==> config.mk <==
export PLATFORM = sky130hd
export DESIGN_NAME = spi_master_byte_transfer_unit
export DESIGN_NICKNAME = d
export VERILOG_FILES = /design/src/rtl/spimbt_pkg.sv /design/src/rtl/spimbt_engine.sv /design/src/rtl/spi_master_byte_transfer_unit.sv
export SDC_FILE = /design/constraint.sdc
export NUM_CORES = 1
export LEC_CHECK = 0
export BUFFER_PORTS_ARGS = -buffer_cell sky130_fd_sc_hd__clkbuf_2
export CAP_MARGIN = 10
export CORE_ASPECT_RATIO = 0.8
export CORE_MARGIN = 1
export CORE_UTILIZATION = 44
export DETAILED_ROUTE_END_ITERATION = 12
export PLACE_DENSITY = 0.75
export SETUP_SLACK_MARGIN = 0.3
export SLEW_MARGIN = 20
export SYNTH_ARGS = -nofsm -noshare
export SYNTH_HDL_FRONTEND = slang
export SYNTH_SLANG_ARGS = --single-unit
==> constraint.sdc <==
create_clock -name clock -period 4.6 [get_ports clock]
set_clock_uncertainty 0.2 [all_clocks]
set_input_delay 1.15 -clock clock [delete_from_list [all_inputs] [get_ports clock]]
set_output_delay 1.15 -clock clock [all_outputs]
set_load 0.02 [all_outputs]
==> src/rtl/spimbt_pkg.sv <==
// ----------------------------------------------------------------------------
// SPI master byte transfer package
// Shared types and constants for the SPI master byte transfer unit.
// ----------------------------------------------------------------------------
package spimbt_pkg;

   localparam int unsigned DIVISOR_W    = 16;
   localparam int unsigned SELECT_W     = 32;
   localparam int unsigned CSR_ADDR_W   = 2;
   localparam int unsigned REQ_DATA_W   = 48;
   localparam int unsigned RSP_DATA_W   = 48;

   localparam logic [DIVISOR_W-1:0] DIVISOR_RESET = 16'd124;

   typedef enum logic [1:0] {
      REQ_TICK     = 2'd0,
      REQ_START    = 2'd1,
      REQ_SELECT   = 2'd2,
      REQ_RESERVED = 2'd3
   } req_kind_type;

   typedef enum logic [CSR_ADDR_W-1:0] {
      CSR_DIVISOR  = 2'd0,
      CSR_POLARITY = 2'd1,
      CSR_PHASE    = 2'd2,
      CSR_UNUSED   = 2'd3
   } csr_index_type;

   typedef enum logic [3:0] {
      ST_IDLE   = 4'b0001,
      ST_DELAY  = 4'b0010,
      ST_FIRST  = 4'b0100,
      ST_SECOND = 4'b1000
   } phase_state_type;

   typedef struct packed {
      logic [DIVISOR_W-1:0] half_period_divisor;
      logic                 clock_polarity;
      logic                 clock_phase;
   } cfg_type;

   typedef struct packed {
      logic [7:0]          rx_byte;
      logic                is_ready;
      logic [SELECT_W-1:0] select_lines;
      logic                mosi_bit;
      logic                sclk_level;
   } rsp_fields_type;

endpackage

==> src/rtl/spimbt_engine.sv <==
// ----------------------------------------------------------------------------
// SPI master sequencing engine
// Holds the half-period counter, bit counter, shift registers and select
// register, and forms the bus levels that follow each tick.
// ----------------------------------------------------------------------------
module spimbt_engine #(
   parameter int unsigned SELECT_LINES = 32
) (
   input  logic                            clock,
   input  logic                            reset,
   input  logic                            advance,
   input  spimbt_pkg::req_kind_type        req_kind,
   input  logic [7:0]                      tx_byte,
   input  logic [spimbt_pkg::SELECT_W-1:0] select_word,
   input  logic                            miso_bit,
   input  spimbt_pkg::cfg_type             cfg,
   output spimbt_pkg::rsp_fields_type      result
);
   import spimbt_pkg::*;

   phase_state_type         state_ff, state_in;
   logic [DIVISOR_W-1:0]    count_ff, count_in;
   logic [2:0]              bit_ff, bit_in;
   logic [7:0]              tx_ff, tx_in;
   logic [7:0]              rx_ff, rx_in;
   logic [SELECT_LINES-1:0] select_ff, select_in;
   logic                    at_end;
   logic [DIVISOR_W-1:0]    count_inc;
   logic                    pclk;

   assign at_end    = (count_ff == cfg.half_period_divisor);
   assign count_inc = count_ff + DIVISOR_W'(1);

   always_comb begin
      state_in  = state_ff;
      count_in  = count_ff;
      bit_in    = bit_ff;
      tx_in     = tx_ff;
      rx_in     = rx_ff;
      select_in = (req_kind == REQ_SELECT) ? select_word[SELECT_LINES-1:0] : select_ff;
      case (state_ff)
         ST_IDLE: begin
            if (req_kind == REQ_START) begin
               tx_in    = tx_byte;
               bit_in   = 3'd0;
               count_in = '0;
               state_in = cfg.clock_phase ? ST_DELAY : ST_FIRST;
            end
         end
         ST_DELAY: begin
            if (at_end) begin
               state_in = ST_FIRST;
               count_in = '0;
            end else begin
               count_in = count_inc;
            end
         end
         ST_FIRST: begin
            if (at_end) begin
               rx_in    = {rx_ff[6:0], miso_bit};
               state_in = ST_SECOND;
               count_in = '0;
            end else begin
               count_in = count_inc;
            end
         end
         ST_SECOND: begin
            if (at_end) begin
               if (bit_ff == 3'd7) begin
                  state_in = ST_IDLE;
               end else begin
                  tx_in    = {tx_ff[6:0], 1'b0};
                  bit_in   = bit_ff + 3'd1;
                  state_in = ST_FIRST;
               end
               count_in = '0;
            end else begin
               count_in = count_inc;
            end
         end
         default: begin
            state_in = ST_IDLE;
            count_in = '0;
         end
      endcase
   end

   assign pclk = ((state_in == ST_SECOND) && !cfg.clock_phase) ||
                 ((state_in == ST_FIRST) && cfg.clock_phase);

   assign result.sclk_level   = pclk ^ cfg.clock_polarity;
   assign result.mosi_bit     = tx_in[7];
   assign result.select_lines = SELECT_W'(select_in);
   assign result.is_ready     = (state_in == ST_IDLE);
   assign result.rx_byte      = rx_in;

   always_ff @(posedge clock) begin
      if (reset) begin
         state_ff  <= ST_IDLE;
         count_ff  <= '0;
         bit_ff    <= 3'd0;
         tx_ff     <= 8'd0;
         rx_ff     <= 8'd0;
         select_ff <= '1;
      end else if (advance) begin
         state_ff  <= state_in;
         count_ff  <= count_in;
         bit_ff    <= bit_in;
         tx_ff     <= tx_in;
         rx_ff     <= rx_in;
         select_ff <= select_in;
      end
   end

endmodule

==> src/rtl/spi_master_byte_transfer_unit.sv <==
// ----------------------------------------------------------------------------
// SPI master byte transfer unit
// SPI master for single byte transfers in modes 0 to 3. Every request beat
// is one timing tick and may start a transfer or write the select lines;
// every tick returns one response beat with the bus levels after it.
//
//   Channel   Direction  Contents
//   req_*     in         tuser: request kind; tdata: tx byte, select, miso
//   rsp_*     out        tdata: sclk, mosi, select, ready, rx byte
//   csr_*     in         register writes: divisor, polarity, phase
//
// One request beat is taken every cycle unless stalled; its response beat
// is registered and appears the cycle after. The single response register
// sets the rate: a new beat is taken whenever that register is empty or
// being drained. A stalled response holds and blocks further requests.
// Reset is synchronous and returns the core to idle with selects high.
// ----------------------------------------------------------------------------
module spi_master_byte_transfer_unit #(
   parameter int unsigned SELECT_LINES = 32
) (
   input  logic                              clock,
   input  logic                              reset,
   input  logic                              req_tvalid,
   output logic                              req_tready,
   input  logic [1:0]                        req_tuser,  // req_kind_type
   input  logic [spimbt_pkg::REQ_DATA_W-1:0] req_tdata,  // tx_byte, select_word, miso_bit
   output logic                              rsp_tvalid,
   input  logic                              rsp_tready,
   // sclk_level, mosi_bit, select_lines, is_ready, rx_byte
   output logic [spimbt_pkg::RSP_DATA_W-1:0] rsp_tdata,
   input  logic                              csr_we,
   input  logic [spimbt_pkg::CSR_ADDR_W-1:0] csr_addr,
   input  logic [spimbt_pkg::DIVISOR_W-1:0]  csr_wdata
);
   import spimbt_pkg::*;

   cfg_type        cfg_ff;
   logic           rsp_valid_ff;
   rsp_fields_type rsp_ff;
   rsp_fields_type result;
   logic           accept;
   req_kind_type   req_kind;

   assign req_tready = !rsp_valid_ff || rsp_tready;
   assign accept     = req_tvalid && req_tready;
   assign req_kind   = req_kind_type'(req_tuser);

   always_ff @(posedge clock) begin
      if (reset) begin
         cfg_ff.half_period_divisor <= DIVISOR_RESET;
         cfg_ff.clock_polarity      <= 1'b0;
         cfg_ff.clock_phase         <= 1'b0;
      end else if (csr_we) begin
         case (csr_index_type'(csr_addr))
            CSR_DIVISOR:  cfg_ff.half_period_divisor <= csr_wdata;
            CSR_POLARITY: cfg_ff.clock_polarity      <= csr_wdata[0];
            CSR_PHASE:    cfg_ff.clock_phase         <= csr_wdata[0];
            default: begin
            end
         endcase
      end
   end

   spimbt_engine #(
      .SELECT_LINES (SELECT_LINES)
   ) u_engine (
      .clock       (clock),
      .reset       (reset),
      .advance     (accept),
      .req_kind    (req_kind),
      .tx_byte     (req_tdata[7:0]),
      .select_word (req_tdata[39:8]),
      .miso_bit    (req_tdata[40]),
      .cfg         (cfg_ff),
      .result      (result)
   );

   always_ff @(posedge clock) begin
      if (reset) begin
         rsp_valid_ff <= 1'b0;
      end else if (req_tready) begin
         rsp_valid_ff <= req_tvalid;
      end
   end

   always_ff @(posedge clock) begin
      if (accept) begin
         rsp_ff <= result;
      end
   end

   assign rsp_tvalid = rsp_valid_ff;
   assign rsp_tdata  = RSP_DATA_W'(rsp_ff);

endmodule

After elaboration in Yosys (flattened, before gate mapping)
Index checks and enable logic that the tools add are counted. W data, S select, Z words.

$add $sub $neg: 2. Eq/ne operators: 16. Muxes and demuxes: 21. Bitwise logic cells: 1. Reductions and logical operators: 15.

Operators with widths (count): $mux W8 (5); $mux W16 (2); $mux W32 (1); $pmux W16 S2 (1); $add A16 B1 Y16 const B (1); $eq A16 B16 Y1 (1); $mux W4 (4); $pmux W4 S4 (1); $pmux W8 S2 (1); $mux W3 (5); $eq A4 B1 Y1 const B (2); $eq A4 B3 Y1 const B (2); $eq A4 B4 Y1 const B (2); $reduce_and A2 Y1 (4); $pmux W3 S2 (1); $reduce_and A5 Y1 (1); $eq A2 B1 Y1 const B (2); $eq A2 B2 Y1 const B (2); $eq A4 B2 Y1 const B (1); $ne A2 B1 Y1 const B (2); $add A3 B1 Y3 const B (1); $eq A3 B3 Y1 const B (1); $logic_and A1 B1 Y1 (3); $reduce_or A3 Y1 (1); other kinds (6) (8).

Register bits after elaboration: 133.

Depth between registers and ports, before layout
Depth after elaboration: 8. Gate-level depth with buffers: 9.

Modules after synthesis
A second synthesis with hierarchy kept.

Cells, all modules: 572. Area, all modules: 6028.3 um^2.

Modules (own cells, without submodules): spimbt_engine (times used 1, cells each 440, area an instance 3854.9 um^2, seq. area each 1421.4 um^2); spi_master_byte_transfer_unit (times used 1, cells each 132, area an instance 2173.3 um^2, seq. area each 1671.6 um^2).

Least setup slack after synthesis
OpenSTA, ideal clock, no wires.

Path kind: input-to-reg. Start point: in rsp_tready. End point: reg rsp_ff, in the netlist rsp_tdata[0] (enable). Data arrival time: 3018 ps. Required time: 3976 ps. Setup slack: 958 ps. Stages on the path: 4. Cells stage by stage: nand2b_1 > nand2_1 > inv_1 > clkbuf_1.

Cells in the longest elaborated chain, start to end: 2.

Ends and longest elaborated chain: start, declared (line spi_master_byte_transfer_unit.sv:28) `input logic rsp_tready,`; $logic_or A1 B1 Y1 (line spi_master_byte_transfer_unit.sv:44) `assign req_tready = !rsp_valid_ff || rsp_tready;`; $logic_and A1 B1 Y1 (line spi_master_byte_transfer_unit.sv:45) `assign accept = req_tvalid && req_tready;`; net accept (line spi_master_byte_transfer_unit.sv:41) `logic accept;`; end signal, assigned (line spi_master_byte_transfer_unit.sv:88) `rsp_ff <= result;`; end, declared (line spi_master_byte_transfer_unit.sv:39) `rsp_fields_type rsp_ff;`.

The timed path passes the listed nets, and every way through them passes these cells. A chain may end at the register's enable or synchronous reset.

Worst setup path after layout
Start point: in rsp_tready. End point: reg u_engine.state_ff[2].

Cells in the longest elaborated chain, start to end: 2.

Ends and longest elaborated chain: $logic_or A1 B1 Y1 (line spi_master_byte_transfer_unit.sv:44); $logic_and A1 B1 Y1 (line spi_master_byte_transfer_unit.sv:45); end signal, assigned (line spimbt_engine.sv:106) `state_ff <= state_in;`; end, declared (line spimbt_engine.sv:21) `phase_state_type state_ff, state_in;`.

No other way between the ends.

==> Flow_metrics.wiki <==
{| class="wikitable"
! Metric !! Value
|-
| Status || complete, no violations
|-
| Crit Path Category || in -> reg
|-
| CP endpoint kind || flip-flop
|-
| GPL Wtd Cong || 0.805
|-
| Number of enable flip-flop cells after synthesis || 43
|-
| Max Fanout on Critical Path || 80
|-
| Sequence of cells on the critical path || clkbuf_2 > nand2b_1 > nand2_1 > inv_2 > buf_4 > o21ai_0 > a2bb2oi_1 > nor2_1
|-
| Post-synthesis register bit count || 133
|-
| Count of cell types in the netlist || 53
|-
| Cell at the slowest stage of the critical path || buf_4
|-
| Endpoint of the worst register-to-register path || u_engine.count_ff[3]$_SDFFE_PP0P_
|-
| Largest delay share family, worst path || buffers and inverters
|-
| Share of cells above drive strength 1 || 27.9%
|-
| Clock latency on the worst-skew pair || 0.41 ns
|-
| R2R setup slack || 1.97 ns
|-
| Cells on Worst Hold Path || 2
|-
| Final hold violation count || 0
|-
| Dpl hpwl || 8180 µm
|-
| H-tree depth reported by CTS || 4
|-
| Setup bufs post-CTS || 0
|-
| DR vias || 4313
|-
| Final WL || 12000 µm
|-
| Average instance area after synthesis || 10.4 µm²
|-
| Cell depth of the worst flop-to-flop path || 7
|-
| Peak supply drop || 0.240 mV
|-
| Layout overhead on the synthesized area || 21.4%
|-
| Synth Cell Area || 5770 µm²
|-
| Antenna Violating Nets Remaining || 0
|-
| DRC violations left || 0
|-
| Number of buffers added by the clock tree synthesis step || 17
|-
| Mean number of vias per cell || 5.09
|-
| CP Launch Type || input pin
|-
| Clock tree root buffer cell || clkbuf_16
|-
| Part of the Yosys area used for sequential elements || 53.6%
|-
| CTS tree || built
|-
| Post-Place Cell Area || 6450 µm²
|-
| First-pass GRT wire length || 19800 µm
|-
| Maximum number of pins on one net before global-route repair || 81
|-
| Critical register-to-register path startpoint || u_engine.count_ff[3]$_SDFFE_PP0P_
|-
| Initial Utilization || 45.0%
|-
| Area fraction in compound gates after synthesis || 6.76%
|-
| Die outline area || 13600 µm²
|-
| Number of inserted diodes || 0
|-
| Total leakage power || 2.85 nW
|-
| Worst hold slack after final layout || 0.266 ns
|-
| Clock Sink Count || 133
|-
| # fillers || 1158
|-
| Multiplexer share of the synthesized area || 10.3%
|-
| Port bufs || 110
|-
| Ys Warns || 0
|-
| Post-layout min period || 3.05 ns
|-
| Power density over the cells || 407 nW/µm²
|-
| Max_cap viols || 0
|-
| Area taken by flip-flops and latches || 3090 µm²
|-
| Area fraction in and, or, nand and nor cells after synthesis || 21.0%
|-
| Clock transition at the registers of the reported paths || 0.06 ns
|-
| Transition time at the pin with the least slew margin || 0.957 ns
|-
| Post-CTS Resized || 0
|-
| Total routing resource utilization after global routing || 18.7%
|-
| X dimension of the die || 130 µm
|-
| I/O pin count || 123
|-
| Die extent in y || 104 µm
|-
| Top library cells by usage in the layout, fill and taps aside || nand2_1 (116), clkbuf_2 (110), dfxtp_1 (90)
|-
| Overflow after GRT || 0
|-
| Min-delay worst type || reg -> reg
|-
| Adder and majority cell fraction of the synthesized area || 0.650%
|-
| Leading cell type in the layout, fill and taps excluded || nand2_1
|-
| Antenna violations before repair || 0
|-
| Via count of the first global-routing pass || 4217
|-
| Worst Path Required || 4.73 ns
|-
| Core Footprint || 12800 µm²
|-
| Final Instance Area || 7010 µm²
|-
| Part of the cycle the worst path needs || 66.4%
|-
| Hold EP || u_engine.select_ff[7]$_SDFFE_PP1P_
|-
| Final Setup Violations || 0
|-
| Upper clock frequency limit || 328 MHz
|-
| Relative slew slack || 36.1%
|-
| Biggest cell delay along the critical path || 0.69 ns
|-
| Sum of negative setup slack || 0 ns
|-
| Number of buffers inserted by hold repair at cts || 0
|-
| Share of flip-flops with an asynchronous set or reset after synthesis || 0%
|-
| Number of standard-cell rows in the floorplan || 37
|-
| Number of DRC markers after the initial detailed-route iteration || 210
|-
| Max-slew violation count || 0
|-
| Combinational family with the most area after synthesis || simple AND/OR/NAND/NOR gates
|-
| RSZ-0062 raised after global routing || false
|-
| Post-detailed-route wirelength per cell || 14.1 µm
|-
| Multi-input combinational cell area || 2530 µm²
|-
| XOR/XNOR Fraction of Synth Area || 4.55%
|-
| Clk buf depth || 2
|-
| Top flip-flop cell by instance count after synthesis || dfxtp_1
|-
| WP buf/inv || 3
|-
| Arrival time at the worst endpoint || 3.19 ns
|-
| Mapped Cells || 557
|-
| Initial DRT Pass Iterations || 4
|-
| Nets || 736
|-
| Critical hold path startpoint || u_engine.select_ff[7]$_SDFFE_PP1P_
|}
how the worst max path moves through the flow:
stage | endpoint | from | slack [ns] | cells after the start
6_report | u_engine.state_ff[2]$_SDFFE_PP0P_ | rsp_tready | 1.55 | 8
5_1_grt | u_engine.state_ff[2]$_SDFFE_PP0P_ | rsp_tready | 1.22 | 8
4_1_cts | u_engine.state_ff[2]$_SDFFE_PP0P_ | rsp_tready | 1.47 | 8
3_5_place_dp | u_engine.state_ff[2]$_SDFFE_PP0P_ | rsp_tready | 1.08 | 8
3_3_place_gp | u_engine.state_ff[2]$_SDFFE_PP0P_ | rsp_tready | 1.16 | 8
2_1_floorplan | rsp_tdata[0]$_DFFE_PP_ | rsp_tready | 0.96 | 4
cells in the mapped netlist (all sizes together) (3+ instances only):
library cell / number / area (µm²)
nand2: 116 / 435
xnor2: 20 / 175
a31oi: 3 / 18.8
nor3: 3 / 15.0
o21ai: 8 / 43.8
nor2b: 5 / 31.3
mux2: 41 / 462
nor4: 3 / 18.8
o2bb2ai: 6 / 90.1
nor3b: 3 / 27.5
a22oi: 6 / 45.0
ha: 3 / 37.5
mux2i: 13 / 130
nor2: 34 / 128
clkbuf: 21 / 78.8
xor2: 10 / 87.6
nand3b: 41 / 308
buf: 15 / 82.6
edfxtp: 43 / 1290
inv: 5 / 18.8
nand3: 7 / 35.0
or2: 3 / 21.3
nand4: 8 / 50.1
and3: 3 / 18.8
dfxtp: 90 / 1800
a21oi: 21 / 105
and2: 3 / 18.8
layer usage:
layer	vias to the layer above	routed length [µm]	track usage, %
li1	2127	-	-
met1	2053	5390	23.1
met2	114	5770	30.2
met3	19	629	6.12
met4	0	180	6.23
met5	-	0	0
stage by stage:
stage               power [mW]  utilization, %  worst slack (ns)  instances
global route              2.97            54.6              1.22        848
finish                    2.85            54.6              1.55        848
global placement          1.59            50.3              1.16        816
floorplan                 1.52               -             0.958        561
CTS                       2.88            54.6              1.47        848
detailed placement        1.60            50.3              1.08        816
power by group:
part / leakage [nW] / switching (mW) / total, mW / internal (mW)
Combinational: 1.46 / 0.163 / 0.273 / 0.109
Clock: 0.258 / 0.482 / 1.27 / 0.792
Sequential: 1.13 / 0.0278 / 1.31 / 1.28
Total: 2.85 / 0.673 / 2.85 / 2.18
flip-flops by register name, summed over array words and instances, names as in the netlist:
name and count:
rsp_tvalid 1, u_engine.select_ff 32, rsp_tdata 43, u_engine.tx_ff 8
u_engine.rx_ff 8, u_engine.state_ff 4, u_engine.bit_ff 3, u_engine.count_ff 16
cfg_ff 18
layout make-up:
cell class	instances	share of cell area (%)
clock inverters	10	1.55
inverters	5	0.268
multi-input cells	387	36.1
flip-flops and latches	133	44.2
repair buffers	116	8.50
well taps	175	3.13
clock buffers	22	6.34
cell families after synthesis:
logic type,count (synthesis)
other cells,1
simple gates,241
flops,133
xor+xnor,30
compound gates,54
buf+inv,41
mux,54
fa+ha+maj,3
worst register-to-register path, cell delays in order (launching register included):
cell and delay (ns):
dfxtp_1 0.43, xnor2_1 0.18, nand4_1 0.18, nor4_2 0.32, buf_4 0.24, nor2b_1 0.08
o21bai_1 0.74, nor2_1 0.12
Note: power is estimated with default switching activity, not from simulation.
